`src/sv/isotp_pkg.sv`:
```
// Shared types and constants for the ISO-TP frame reassembler.
package isotp_pkg;

    // Frame geometry
    localparam int          SEG_BYTES     = 7;
    localparam logic [3:0]  MAX_FRAME_LEN = 4'd8;
    localparam logic [3:0]  FF_HDR_LEN    = 4'd2;
    localparam logic [3:0]  CF_HDR_LEN    = 4'd1;
    localparam logic [3:0]  SEQ_FIRST     = 4'd1;

    // Protocol control nibble codes
    localparam logic [3:0]  PCI_SF = 4'h0;
    localparam logic [3:0]  PCI_FF = 4'h1;
    localparam logic [3:0]  PCI_CF = 4'h2;

    // Queue between front and back
    localparam int QUEUE_DEPTH = 2;
    localparam int QUEUE_PTR_W = $clog2(QUEUE_DEPTH);
    localparam int QUEUE_CNT_W = $clog2(QUEUE_DEPTH + 1);

    // Frame class decided by the front
    typedef enum logic [2:0] {
        K_ERR,
        K_SF,
        K_FF,
        K_FF_ZERO,
        K_CF
    } t_kind;

    // Result status codes
    typedef enum logic [1:0] {
        ST_ERROR      = 2'd0,
        ST_COMPLETE   = 2'd1,
        ST_NEED_FC    = 2'd2,
        ST_COLLECTING = 2'd3
    } t_status;

    // Classified frame as queued for the back
    typedef struct packed {
        t_kind                       kind;
        logic [3:0]                  seq;
        logic [2:0]                  cnt;
        logic [11:0]                 msg_len;
        logic [SEG_BYTES-1:0][7:0]   data;
    } t_cls_item;

    // Result as held in the output register
    typedef struct packed {
        t_status                     status;
        logic [11:0]                 seg_offset;
        logic [2:0]                  seg_count;
        logic [11:0]                 message_length;
        logic [SEG_BYTES-1:0][7:0]   seg_bytes;
    } t_seg_res;

endpackage

```
`src/sv/isotp_if.sv`:
```
// Channel interfaces: incoming CAN frames and outgoing payload segments.
interface isotp_frame_if;
    logic       valid;
    logic       ready;
    logic [3:0] frame_len;
    logic [7:0] byte_0;
    logic [7:0] byte_1;
    logic [7:0] byte_2;
    logic [7:0] byte_3;
    logic [7:0] byte_4;
    logic [7:0] byte_5;
    logic [7:0] byte_6;
    logic [7:0] byte_7;

    modport source (
        output valid, frame_len, byte_0, byte_1, byte_2, byte_3,
               byte_4, byte_5, byte_6, byte_7,
        input  ready
    );
    modport sink (
        input  valid, frame_len, byte_0, byte_1, byte_2, byte_3,
               byte_4, byte_5, byte_6, byte_7,
        output ready
    );
endinterface

interface isotp_seg_if;
    logic        valid;
    logic        ready;
    logic [1:0]  status;
    logic [11:0] seg_offset;
    logic [2:0]  seg_count;
    logic [11:0] message_length;
    logic [7:0]  seg_byte_0;
    logic [7:0]  seg_byte_1;
    logic [7:0]  seg_byte_2;
    logic [7:0]  seg_byte_3;
    logic [7:0]  seg_byte_4;
    logic [7:0]  seg_byte_5;
    logic [7:0]  seg_byte_6;

    modport source (
        output valid, status, seg_offset, seg_count, message_length,
               seg_byte_0, seg_byte_1, seg_byte_2, seg_byte_3,
               seg_byte_4, seg_byte_5, seg_byte_6,
        input  ready
    );
    modport sink (
        input  valid, status, seg_offset, seg_count, message_length,
               seg_byte_0, seg_byte_1, seg_byte_2, seg_byte_3,
               seg_byte_4, seg_byte_5, seg_byte_6,
        output ready
    );
endinterface

```
`src/sv/isotp_front.sv`:
```
// Front: accepts frames and classifies them without looking at reassembly state.
module isotp_front import isotp_pkg::*; (
    isotp_frame_if.sink  i_frame,
    output logic         o_push_valid,
    output t_cls_item    o_push_item,
    input  logic         i_push_ready
);

    logic [3:0]  len_c;
    logic [3:0]  pci_type;
    logic [3:0]  pci_low;
    logic [11:0] ff_len;
    logic [3:0]  ff_take;
    logic [3:0]  cf_take;

    // Handshake passes straight to the queue
    assign i_frame.ready = i_push_ready;
    assign o_push_valid  = i_frame.valid;

    // Clamp length code, split control byte
    always_comb begin
        len_c    = (i_frame.frame_len > MAX_FRAME_LEN) ? MAX_FRAME_LEN : i_frame.frame_len;
        pci_type = i_frame.byte_0[7:4];
        pci_low  = i_frame.byte_0[3:0];
        ff_len   = {pci_low, i_frame.byte_1};
        ff_take  = len_c - FF_HDR_LEN;
        cf_take  = len_c - CF_HDR_LEN;
    end

    // Classification
    always_comb begin
        o_push_item.kind    = K_ERR;
        o_push_item.seq     = pci_low;
        o_push_item.cnt     = 3'd0;
        o_push_item.msg_len = 12'd0;
        o_push_item.data    = {i_frame.byte_7, i_frame.byte_6, i_frame.byte_5,
                               i_frame.byte_4, i_frame.byte_3, i_frame.byte_2,
                               i_frame.byte_1};
        if (len_c != 4'd0) begin
            case (pci_type)
                PCI_SF: begin
                    // payload must fit behind the control byte
                    if (pci_low != 4'd0 && pci_low < len_c) begin
                        o_push_item.kind    = K_SF;
                        o_push_item.cnt     = pci_low[2:0];
                        o_push_item.msg_len = {8'd0, pci_low};
                    end
                end
                PCI_FF: begin
                    if (len_c >= FF_HDR_LEN) begin
                        o_push_item.kind    = (ff_len == 12'd0) ? K_FF_ZERO : K_FF;
                        o_push_item.cnt     = (ff_len < {8'd0, ff_take}) ?
                                              ff_len[2:0] : ff_take[2:0];
                        o_push_item.msg_len = ff_len;
                        o_push_item.data    = {8'h00, i_frame.byte_7, i_frame.byte_6,
                                               i_frame.byte_5, i_frame.byte_4,
                                               i_frame.byte_3, i_frame.byte_2};
                    end
                end
                PCI_CF: begin
                    o_push_item.kind = K_CF;
                    o_push_item.cnt  = cf_take[2:0];
                end
                default: begin
                    o_push_item.kind = K_ERR;
                end
            endcase
        end
    end

endmodule

```
`src/sv/isotp_queue.sv`:
```
// Short register queue of classified frames between front and back.
module isotp_queue import isotp_pkg::*; (
    input  logic       i_clk,
    input  logic       i_rst_n,
    input  logic       i_push_valid,
    input  t_cls_item  i_push_item,
    output logic       o_push_ready,
    output logic       o_pop_valid,
    output t_cls_item  o_pop_item,
    input  logic       i_pop_ready
);

    t_cls_item               r_mem [QUEUE_DEPTH];
    logic [QUEUE_PTR_W-1:0]  r_wr_ptr;
    logic [QUEUE_PTR_W-1:0]  r_rd_ptr;
    logic [QUEUE_CNT_W-1:0]  r_count;
    logic                    push;
    logic                    pop;

    assign o_push_ready = (r_count != QUEUE_CNT_W'(QUEUE_DEPTH));
    assign o_pop_valid  = (r_count != '0);
    assign o_pop_item   = r_mem[r_rd_ptr];
    assign push         = i_push_valid && o_push_ready;
    assign pop          = o_pop_valid && i_pop_ready;

    // Entry storage
    always_ff @(posedge i_clk) begin
        if (push) begin
            r_mem[r_wr_ptr] <= i_push_item;
        end
    end

    // Pointers and fill count
    always_ff @(posedge i_clk) begin
        if (!i_rst_n) begin
            r_wr_ptr <= '0;
            r_rd_ptr <= '0;
            r_count  <= '0;
        end else begin
            if (push) begin
                r_wr_ptr <= r_wr_ptr + QUEUE_PTR_W'(1);
            end
            if (pop) begin
                r_rd_ptr <= r_rd_ptr + QUEUE_PTR_W'(1);
            end
            case ({push, pop})
                2'b10:   r_count <= r_count + QUEUE_CNT_W'(1);
                2'b01:   r_count <= r_count - QUEUE_CNT_W'(1);
                default: r_count <= r_count;
            endcase
        end
    end

endmodule

```
`src/sv/isotp_back.sv`:
```
// Back: reassembly state, sequence checks and the registered result.
module isotp_back import isotp_pkg::*; (
    input  logic          i_clk,
    input  logic          i_rst_n,
    input  logic          i_pop_valid,
    input  t_cls_item     i_pop_item,
    output logic          o_pop_ready,
    isotp_seg_if.source   o_seg
);

    logic [11:0] r_exp_len;
    logic [11:0] r_rcv_cnt;
    logic [3:0]  r_next_seq;
    logic        r_collecting;
    logic        r_out_valid;
    t_seg_res    r_res;

    logic [11:0] n_exp_len;
    logic [11:0] n_rcv_cnt;
    logic [3:0]  n_next_seq;
    logic        n_collecting;
    t_seg_res    n_res;

    logic        load;
    logic [11:0] remaining;
    logic [2:0]  cf_take;
    logic [11:0] cf_rcv;

    // Output register frees when empty or being taken
    assign o_pop_ready = !r_out_valid || o_seg.ready;
    assign load        = i_pop_valid && o_pop_ready;

    // Consecutive frame arithmetic
    always_comb begin
        remaining = (r_exp_len > r_rcv_cnt) ? (r_exp_len - r_rcv_cnt) : 12'd0;
        cf_take   = (remaining < {9'd0, i_pop_item.cnt}) ? remaining[2:0] : i_pop_item.cnt;
        cf_rcv    = r_rcv_cnt + {9'd0, cf_take};
    end

    // Next state and result
    always_comb begin
        n_exp_len            = r_exp_len;
        n_rcv_cnt            = r_rcv_cnt;
        n_next_seq           = r_next_seq;
        n_collecting         = r_collecting;
        n_res.status         = ST_ERROR;
        n_res.seg_offset     = 12'd0;
        n_res.seg_count      = 3'd0;
        n_res.message_length = 12'd0;
        n_res.seg_bytes      = '0;
        case (i_pop_item.kind)
            K_SF: begin
                n_exp_len            = 12'd0;
                n_rcv_cnt            = {9'd0, i_pop_item.cnt};
                n_next_seq           = 4'd0;
                n_collecting         = 1'b0;
                n_res.status         = ST_COMPLETE;
                n_res.seg_count      = i_pop_item.cnt;
                n_res.message_length = i_pop_item.msg_len;
            end
            K_FF: begin
                n_exp_len            = i_pop_item.msg_len;
                n_rcv_cnt            = {9'd0, i_pop_item.cnt};
                n_next_seq           = SEQ_FIRST;
                n_collecting         = 1'b1;
                n_res.status         = ST_NEED_FC;
                n_res.seg_count      = i_pop_item.cnt;
                n_res.message_length = i_pop_item.msg_len;
            end
            K_FF_ZERO: begin
                // zero-length first frame drops any message in progress
                n_exp_len    = 12'd0;
                n_rcv_cnt    = 12'd0;
                n_next_seq   = 4'd0;
                n_collecting = 1'b0;
            end
            K_CF: begin
                if (r_collecting && i_pop_item.seq == r_next_seq) begin
                    n_next_seq           = r_next_seq + 4'd1;
                    n_rcv_cnt            = cf_rcv;
                    n_res.seg_offset     = r_rcv_cnt;
                    n_res.seg_count      = cf_take;
                    n_res.message_length = r_exp_len;
                    if (cf_rcv >= r_exp_len) begin
                        n_collecting = 1'b0;
                        n_res.status = ST_COMPLETE;
                    end else begin
                        n_res.status = ST_COLLECTING;
                    end
                end
            end
            default: begin
                n_res.status = ST_ERROR;
            end
        endcase
        // zero the bytes past the segment count
        for (int i = 0; i < SEG_BYTES; i++) begin
            if (3'(i) < n_res.seg_count) begin
                n_res.seg_bytes[i] = i_pop_item.data[i];
            end
        end
    end

    // Control state
    always_ff @(posedge i_clk) begin
        if (!i_rst_n) begin
            r_exp_len    <= 12'd0;
            r_rcv_cnt    <= 12'd0;
            r_next_seq   <= 4'd0;
            r_collecting <= 1'b0;
            r_out_valid  <= 1'b0;
        end else begin
            if (load) begin
                r_exp_len    <= n_exp_len;
                r_rcv_cnt    <= n_rcv_cnt;
                r_next_seq   <= n_next_seq;
                r_collecting <= n_collecting;
                r_out_valid  <= 1'b1;
            end else if (o_seg.ready) begin
                r_out_valid  <= 1'b0;
            end
        end
    end

    // Result payload
    always_ff @(posedge i_clk) begin
        if (load) begin
            r_res <= n_res;
        end
    end

    assign o_seg.valid          = r_out_valid;
    assign o_seg.status         = r_res.status;
    assign o_seg.seg_offset     = r_res.seg_offset;
    assign o_seg.seg_count      = r_res.seg_count;
    assign o_seg.message_length = r_res.message_length;
    assign o_seg.seg_byte_0     = r_res.seg_bytes[0];
    assign o_seg.seg_byte_1     = r_res.seg_bytes[1];
    assign o_seg.seg_byte_2     = r_res.seg_bytes[2];
    assign o_seg.seg_byte_3     = r_res.seg_bytes[3];
    assign o_seg.seg_byte_4     = r_res.seg_bytes[4];
    assign o_seg.seg_byte_5     = r_res.seg_bytes[5];
    assign o_seg.seg_byte_6     = r_res.seg_bytes[6];

`ifndef NO_ASSERTIONS
    // A message in progress always has a nonzero announced length
    a_collect_len: assert property (@(posedge i_clk) disable iff (!i_rst_n)
        r_collecting |-> (r_exp_len != 12'd0))
        else $error("collecting with zero expected length");

    // Received count never passes the announced length mid-message
    a_collect_cnt: assert property (@(posedge i_clk) disable iff (!i_rst_n)
        r_collecting |-> (r_rcv_cnt <= r_exp_len))
        else $error("received count beyond expected length");

    // A delivered segment stays inside its message
    a_seg_bound: assert property (@(posedge i_clk) disable iff (!i_rst_n)
        (r_out_valid && (r_res.status != ST_ERROR)) |->
        (({1'b0, r_res.seg_offset} + {10'd0, r_res.seg_count}) <=
         {1'b0, r_res.message_length}))
        else $error("segment runs past message length");

    // Error results carry an empty segment
    a_err_empty: assert property (@(posedge i_clk) disable iff (!i_rst_n)
        (r_out_valid && (r_res.status == ST_ERROR)) |->
        ((r_res.seg_count == 3'd0) && (r_res.message_length == 12'd0)))
        else $error("error result with payload");

    // Completing a consecutive frame ends collection
    a_cf_done: assert property (@(posedge i_clk) disable iff (!i_rst_n)
        (load && (i_pop_item.kind == K_CF) && (n_res.status == ST_COMPLETE)) |=>
        !r_collecting)
        else $error("still collecting after completion");
`endif

endmodule

```
`src/sv/isotp_frame_reassembler.sv`:
```
// ISO-TP receive reassembler top level: front classifier, queue, state back end.
// Takes one CAN frame per clock while the queue has room and gives one result
// per frame: a status and the payload segment (offset, count, up to seven
// bytes) the frame adds to the message; the message itself is not stored, so
// the receiver places each segment at its offset. Sustained rate is one frame
// per cycle while the output stays ready; the limit is the back end's update of
// length, count and sequence number. From frame accept to result valid, a
// frame passes through the classifier into the two-entry queue, then through
// the result register. Input ready stays high while the queue has room, so a
// stalled output only back-pressures the input once both queue entries and
// the result register are occupied.
module isotp_frame_reassembler import isotp_pkg::*; (
    input  logic          i_clk,
    input  logic          i_rst_n,
    isotp_frame_if.sink   i_frame,
    isotp_seg_if.source   o_seg
);

    logic       push_valid;
    logic       push_ready;
    t_cls_item  push_item;
    logic       pop_valid;
    logic       pop_ready;
    t_cls_item  pop_item;

    // Frame classification
    isotp_front u_front (
        .i_frame      (i_frame),
        .o_push_valid (push_valid),
        .o_push_item  (push_item),
        .i_push_ready (push_ready)
    );

    // Decoupling queue
    isotp_queue u_queue (
        .i_clk        (i_clk),
        .i_rst_n      (i_rst_n),
        .i_push_valid (push_valid),
        .i_push_item  (push_item),
        .o_push_ready (push_ready),
        .o_pop_valid  (pop_valid),
        .o_pop_item   (pop_item),
        .i_pop_ready  (pop_ready)
    );

    // Reassembly state and result register
    isotp_back u_back (
        .i_clk       (i_clk),
        .i_rst_n     (i_rst_n),
        .i_pop_valid (pop_valid),
        .i_pop_item  (pop_item),
        .o_pop_ready (pop_ready),
        .o_seg       (o_seg)
    );

endmodule
```
`src/flat_wrapper.sv`:
```
// flat-port wrapper written by rule: the top's interface ports become plain ports
module isotp_frame_reassembler_flat import isotp_pkg::*;
  (i_clk, i_rst_n, i_frame_valid, i_frame_frame_len, i_frame_byte_0, i_frame_byte_1, i_frame_byte_2, i_frame_byte_3, i_frame_byte_4, i_frame_byte_5, i_frame_byte_6, i_frame_byte_7, i_frame_ready, o_seg_valid, o_seg_status, o_seg_seg_offset, o_seg_seg_count, o_seg_message_length, o_seg_seg_byte_0, o_seg_seg_byte_1, o_seg_seg_byte_2, o_seg_seg_byte_3, o_seg_seg_byte_4, o_seg_seg_byte_5, o_seg_seg_byte_6, o_seg_ready);
  isotp_frame_if i_frame_i ();
  isotp_seg_if o_seg_i ();
  input  logic i_clk;
  input  logic i_rst_n;
  input wire logic [$bits(i_frame_i.valid)-1:0] i_frame_valid;
  input wire logic [$bits(i_frame_i.frame_len)-1:0] i_frame_frame_len;
  input wire logic [$bits(i_frame_i.byte_0)-1:0] i_frame_byte_0;
  input wire logic [$bits(i_frame_i.byte_1)-1:0] i_frame_byte_1;
  input wire logic [$bits(i_frame_i.byte_2)-1:0] i_frame_byte_2;
  input wire logic [$bits(i_frame_i.byte_3)-1:0] i_frame_byte_3;
  input wire logic [$bits(i_frame_i.byte_4)-1:0] i_frame_byte_4;
  input wire logic [$bits(i_frame_i.byte_5)-1:0] i_frame_byte_5;
  input wire logic [$bits(i_frame_i.byte_6)-1:0] i_frame_byte_6;
  input wire logic [$bits(i_frame_i.byte_7)-1:0] i_frame_byte_7;
  output wire logic [$bits(i_frame_i.ready)-1:0] i_frame_ready;
  output wire logic [$bits(o_seg_i.valid)-1:0] o_seg_valid;
  output wire logic [$bits(o_seg_i.status)-1:0] o_seg_status;
  output wire logic [$bits(o_seg_i.seg_offset)-1:0] o_seg_seg_offset;
  output wire logic [$bits(o_seg_i.seg_count)-1:0] o_seg_seg_count;
  output wire logic [$bits(o_seg_i.message_length)-1:0] o_seg_message_length;
  output wire logic [$bits(o_seg_i.seg_byte_0)-1:0] o_seg_seg_byte_0;
  output wire logic [$bits(o_seg_i.seg_byte_1)-1:0] o_seg_seg_byte_1;
  output wire logic [$bits(o_seg_i.seg_byte_2)-1:0] o_seg_seg_byte_2;
  output wire logic [$bits(o_seg_i.seg_byte_3)-1:0] o_seg_seg_byte_3;
  output wire logic [$bits(o_seg_i.seg_byte_4)-1:0] o_seg_seg_byte_4;
  output wire logic [$bits(o_seg_i.seg_byte_5)-1:0] o_seg_seg_byte_5;
  output wire logic [$bits(o_seg_i.seg_byte_6)-1:0] o_seg_seg_byte_6;
  input wire logic [$bits(o_seg_i.ready)-1:0] o_seg_ready;
  assign i_frame_i.valid = i_frame_valid;
  assign i_frame_i.frame_len = i_frame_frame_len;
  assign i_frame_i.byte_0 = i_frame_byte_0;
  assign i_frame_i.byte_1 = i_frame_byte_1;
  assign i_frame_i.byte_2 = i_frame_byte_2;
  assign i_frame_i.byte_3 = i_frame_byte_3;
  assign i_frame_i.byte_4 = i_frame_byte_4;
  assign i_frame_i.byte_5 = i_frame_byte_5;
  assign i_frame_i.byte_6 = i_frame_byte_6;
  assign i_frame_i.byte_7 = i_frame_byte_7;
  assign i_frame_ready = i_frame_i.ready;
  assign o_seg_valid = o_seg_i.valid;
  assign o_seg_status = o_seg_i.status;
  assign o_seg_seg_offset = o_seg_i.seg_offset;
  assign o_seg_seg_count = o_seg_i.seg_count;
  assign o_seg_message_length = o_seg_i.message_length;
  assign o_seg_seg_byte_0 = o_seg_i.seg_byte_0;
  assign o_seg_seg_byte_1 = o_seg_i.seg_byte_1;
  assign o_seg_seg_byte_2 = o_seg_i.seg_byte_2;
  assign o_seg_seg_byte_3 = o_seg_i.seg_byte_3;
  assign o_seg_seg_byte_4 = o_seg_i.seg_byte_4;
  assign o_seg_seg_byte_5 = o_seg_i.seg_byte_5;
  assign o_seg_seg_byte_6 = o_seg_i.seg_byte_6;
  assign o_seg_i.ready = o_seg_ready;
  isotp_frame_reassembler u_core (.i_clk(i_clk), .i_rst_n(i_rst_n), .i_frame(i_frame_i), .o_seg(o_seg_i));
endmodule
```
`config.mk`:
```
export PLATFORM = sky130hd
export DESIGN_NAME = isotp_frame_reassembler_flat
export DESIGN_NICKNAME = d
export VERILOG_FILES = /design/src/sv/isotp_pkg.sv /design/src/sv/isotp_if.sv /design/src/sv/isotp_front.sv /design/src/sv/isotp_queue.sv /design/src/sv/isotp_back.sv /design/src/sv/isotp_frame_reassembler.sv /design/src/flat_wrapper.sv
export SDC_FILE = /design/constraint.sdc
export NUM_CORES = 1
export LEC_CHECK = 0
export BUFFER_PORTS_ARGS = -buffer_cell sky130_fd_sc_hd__buf_2
export CORE_UTILIZATION = 32
export CTS_CLUSTER_SIZE = 14
export DETAILED_ROUTE_END_ITERATION = 6
export GPL_TIMING_DRIVEN = 0
export HOLD_SLACK_MARGIN = 0.05
export PLACE_DENSITY = 0.61
export SLEW_MARGIN = 20
export SYNTH_ARGS = -nofsm -noshare
export SYNTH_HDL_FRONTEND = slang
export SYNTH_HIERARCHICAL = 1
export SYNTH_SLANG_ARGS = --single-unit
```
`constraint.sdc`:
```
create_clock -name i_clk -period 15.56 [get_ports i_clk]
set_input_delay 1.556 -clock i_clk [delete_from_list [all_inputs] [get_ports i_clk]]
set_output_delay 1.556 -clock i_clk [all_outputs]
set_load 0.005 [all_outputs]
```
* Yosys cells after proc, flatten, opt, wreduce, memory -nomap -nowiden
Memories as Yosys holds them, arrays and structs flattened. A register that Yosys moved wholly into a read port is not among the register bits. Index checks and enable logic that the tools add are counted.
Storage, ports and cells: register bits 119, bits in latches 0, bits in writable memories 156, bits in read-only memories 0, bits of input ports 72, output and inout bits 87, logic and storage cells 112, memories 1
Memories:
- u_core.u_queue.r_mem | words 2, bits a word 78, rd ports 1, clocked after memory_dff 1, write ports 1, RTL line isotp_queue.sv:13 | t_cls_item r_mem [QUEUE_DEPTH];
Cells by class: add/subtract/negate cells 9, multipliers 0, div/mod/pow operators 0, order comparisons 14, equal/unequal tests 12, shift-type cells 0, multiplexer cells 34, bitwise operators 0, reduce and logical (&&, ||, !) cells 23
Operators with widths (number):
- $mux 71 | 2
- $mux 56 | 1
- $pmux 12 s2 | 2
- $pmux 12 s3 | 1
- $pmux 15 s2 | 1
- $mux 29 | 1
- $mux 12 | 2
- $pmux 3 s3 | 2
- $mux 15 | 1
- $add 12x3->12 | 1
- $ge 12x12->1 | 1
- $gt 12x12->1 | 1
- $logic_not 12->1 | 1
- $lt 12x3->1 | 1
- $lt 12x4->1 | 1
- $pmux 4 s3 | 1
- $sub 12x12->12 | 1
- $mux 1 | 10
- $lt 3x3->1 const A | 3
- $mux 3 | 3
- $mux 4 | 2
- $reduce_bool 2->1 | 4
- $reduce_bool 4->1 | 2
- $eq 3x2->1 const B | 2
- 32 further kinds | 45

* Longest topological paths before layout
depth in word-level cells 10, gate-level depth with buffers 28, mapped depth without buffers 28

* Modules after synthesis
Netlist, hierarchy kept.
By module, submodules not included:
- isotp_back | times used 1, cells an instance 598, area an instance 6158.4 µm², sequential area each 3153.0 µm²
- isotp_queue | times used 1, cells an instance 267, area an instance 5861.9 µm², sequential area each 4784.6 µm²
- isotp_front | times used 1, cells an instance 146, area an instance 1270.0 µm², sequential area each 0.0 µm²

* Worst setup path before layout
Ideal clock, no wire load.
path type reg2reg, from register u_core.u_back.r_exp_len[0], to register u_core.u_back.r_res (netlist bit u_core/u_back/o_seg.status[1]) (data pin), library setup time 0.268 ns, arrival 5.310 ns, required time 15.292 ns, setup slack 9.982 ns, stages on the path, launching flop included 28, buffers on the path 0, period minus slack after synthesis 5.578 ns, cells stage by stage dfxtp_1 inv_1 ha_1 fa_1 nand2b_1 a21oi_1 a21oi_1 a311oi_1 ha_1 a21o_1 a21oi_1 o211a_1 nor2_1 a21oi_1 nand2_1 o21ai_0 ha_1 a21o_1 a21o_1 and3_1 and3_1 and3_1 xnor2_1 ha_1 o21ai_0 a21o_1 a21oi_1 o22ai_1
RTL lines:
- start: declaration | RTL line isotp_back.sv:11 | logic [11:0] r_exp_len;
- start signal: assignment | RTL line isotp_back.sv:114 | r_exp_len <= n_exp_len;
- end signal: assignment | RTL line isotp_back.sv:128 | r_res <= n_res;
- end: declaration | RTL line isotp_back.sv:16 | t_seg_res r_res;

==> impl_results.md <==
* IO Port Bufs at 156
* Fin crit share at between 40 and 50%
* Cell count after synthesis at 1011
* Vias in the first global route at about 8600
* TritonCTS Sinks at 276
* Post-CTS Setup Bufs at 0
* Initial antenna violation count at 2
* Warnings from Yosys at 6
* Ys async rst share at 0%
* Drt first pass iters at 5
* Post-layout util at slightly below 40%
* CTS buffer count at 30
* Max FO, Critical Path at 7
* Vias per cell at between 4 and 5
* RSZ-0062 raised after global routing: no
* Maxcap violations at 0
* Crit path time final at 6.72 ns
* CTS tree: yes
* Syn_nets at between 1000 and 1500
* Core box area at 0.0409 sq mm
* WP data required at 15.94 ns
* FILL cells at 3983
* Setup WS pre-CTS at 8.97 ns
* Share of layout cells above drive strength 1 at 31.1%
* Worst setup SP type: flip-flop
* Die span in x at between 200 and 250 microns
* DRT antenna net count at 0
* Post-CTS Hold Fix Bufs at 0
* Cell Count, Final, Fillers Out at 1760
* Clk Latency, worst-skew pair at 0.57 ns
* Placement Rows at 74
* Sum Neg Setup Slack at 0 ns
* Area of the multi-input gates at between 0.004 and 0.005 sq mm
* Total track usage at 15.6%
* CTS clk-pin slew, worst paths at 0.07 ns
* Power Density at 176 mW/mm^2
* Slew HR at ~44%
* Most common cell type on the critical path: a21oi_1
* Arr. time, crit path at 7.11 ns
* Post-cts resize count at 0
* Crit path max-delay cell type: a311oi_1
* Area taken by flip-flops and latches at 0.00794 sq mm
* Final hold vios at 0
* Final Slew Violations at 0
* Placed Instances at 1702
* Starting Density at between 30% and 40%
* Via count at 8708
* Longest Clk Path Bufs at 3
* Largest stage delay, worst path at 0.62 ns
* Achievable Freq at 0.149 GHz
* Total gr overflow at 0
* Finished Cell Area at 0.0158 sq mm
* Pleak at 0.00591 uW
* Pin count of the biggest net entering global routing at 65
* Routed wire per std cell at 18.8 microns
* Cell variety after synth at 73
* DR DRC count at 0
* Yosys reg bits at 276
* I/O pins at between 150 and 200
* Layout Skew at 0.0239 ns
* Root Driver: clkbuf_16
* Top FF cell, synth: edfxtp_1
* Peak supply drop at 0.0931 mV
* Seq/Total Area, Yosys at 59.7%
* Crit Path Category: reg2reg
* NumNets Final at approximately 1300
* Critical Path Sink Type: flip-flop
* Dpl hpwl at around 24000 microns
* Die Ht at about 200 microns
* First-pass GRT wire length at 50100 microns
* Routed WL at 33100 microns
* Most frequent cells in the layout: edfxtp_1 (241), buf_2 (169), mux2_2 (125), nand2_1 (62), and2_1 (45)
* Mapped cell area at 0.0133 sq mm
* Setup violations, final at 0
* Layout overhead on the synthesized area at 18.8%
* Gpl congestion at 0.874
* Worst setup margin at 8.84 ns
* Placed cell areas at ~0.015 sq mm
* Slew @ Worst Pin at 0.835 ns
* HP Class: reg2reg
* H-tree lvl count at 1
* Starting DRT DRC Count at 457
* Commonest non-fill, non-tap cell in the layout: edfxtp_1
* Mean cell area of the mapped netlist at between 10 and 15 sq um
* Status: finished, final reports clean
* EDFF count, synth at roughly 240
* Die area at 0.0424 sq mm
==> through the flow <==
step / hold slack, ns / power, uW
3_5_place_dp: 0.484 / 2110
2_1_floorplan: 0.450 / 1760
5_1_grt: 0.499 / 2950
3_3_place_gp: 0.465 / 2100
6_report: 0.487 / 2780
4_1_cts: 0.492 / 2820
==> Yosys cell counts (10+ instances only) <==
master	number	share of area [%]
buf_2	13	0.49
o21ai_0	40	1.5
inv_1	40	1.1
a21o_1	12	0.68
a21boi_0	34	1.9
mux2_2	125	11
ha_1	41	3.9
dfxtp_1	35	5.3
and2_1	45	2.1
nand2b_1	12	0.56
clkbuf_1	15	0.42
nand3_1	34	1.3
nor2b_1	16	0.75
nand2_1	62	1.8
nor2_1	38	1.1
xnor2_1	15	0.99
edfxtp_1	241	54
a21boi_1	10	0.56
a21oi_1	31	1.2
==> per-layer routing <==
metal,part of all wire (%),track usage [%],vias to the layer above
met2,48,25.9,224
met1,44,20.8,4277
met4,2.9,4.94,2
met5,0.036,0,-
li1,-,-,4156
met3,4.9,2.52,49
==> registers in the layout, summed over array words and instances (netlist names), named ones only <==
| register | flops |
|---|---|
| u_core/u_back/o_seg.status | 2 |
| u_core/u_back/o_seg.valid | 1 |
| u_core/u_back/o_seg.message_length | 12 |
| u_core/u_queue/r_mem | 156 |
| u_core/u_queue/r_wr_ptr | 1 |
| u_core/u_back/o_seg.seg_byte_1 | 8 |
| u_core/u_back/r_collecting | 1 |
| u_core/u_back/r_next_seq | 4 |
| u_core/u_back/o_seg.seg_byte_3 | 8 |
| u_core/u_queue/r_rd_ptr | 1 |
| u_core/u_back/o_seg.seg_byte_6 | 8 |
| u_core/u_back/o_seg.seg_byte_2 | 8 |
| u_core/u_back/o_seg.seg_count | 3 |
| u_core/u_queue/r_count | 2 |
| u_core/u_back/r_exp_len | 12 |
| u_core/u_back/o_seg.seg_byte_5 | 8 |
| u_core/u_back/r_rcv_cnt | 12 |
| u_core/u_back/o_seg.seg_offset | 12 |
| u_core/u_back/o_seg.seg_byte_4 | 8 |
| u_core/u_back/o_seg.seg_byte_0 | 8 |
==> worst max-delay path: cells and delay by family, from the launching register on <==
kind            cells  cell delay (ns)
fa+ha+maj           6             1.71
compound gates     11             2.29
buf+inv             1             0.06
simple gates        7             1.93
xor+xnor            1             0.21
flops               1             0.35
==> cells by family after synthesis <==
logic type	Yosys count	share of synthesized area, %
AOI/OAI and AO/OA	178	9.13
xor gates and xnor gates	24	1.58
adders and majority gates	43	4.16
buffers and inverters	89	3.40
DFF	276	59.7
muxes	129	10.9
and+or+nand+nor	272	11.1
==> cell type report <==
class                   instances  share of cell area [%]
repair buffers                159                    5.47
diodes                          2                  0.0317
inverters                      43                    1.07
well taps                     532                    4.22
plain buffers                  46                    1.84
multi-input cells             646                    31.1
clock inverters                21                    1.11
clock buffers                  35                    4.87
flip-flops and latches        276                    50.3
==> power by group <==
part,total (uW),switching (uW),internal [uW]
Clock,683,295,388
Combinational,1030,608,421
Sequential,1070,49.5,1020
==> worst paths after layout <==
kind / start / end / slack (ns) / cells past startpoint
max: u_core/u_back/r_exp_len[0] / u_core/u_back/o_seg.status[1] / 8.84 / 26
min: u_core/u_back/r_exp_len[10] / u_core/u_back/r_exp_len[10] / 0.49 / 2
max reg2reg: u_core/u_back/r_exp_len[0] / u_core/u_back/o_seg.status[1] / 8.84 / 26
min reg2reg: u_core/u_back/r_exp_len[10] / u_core/u_back/r_exp_len[10] / 0.49 / 2
Note: power is estimated with default switching activity, not from simulation.
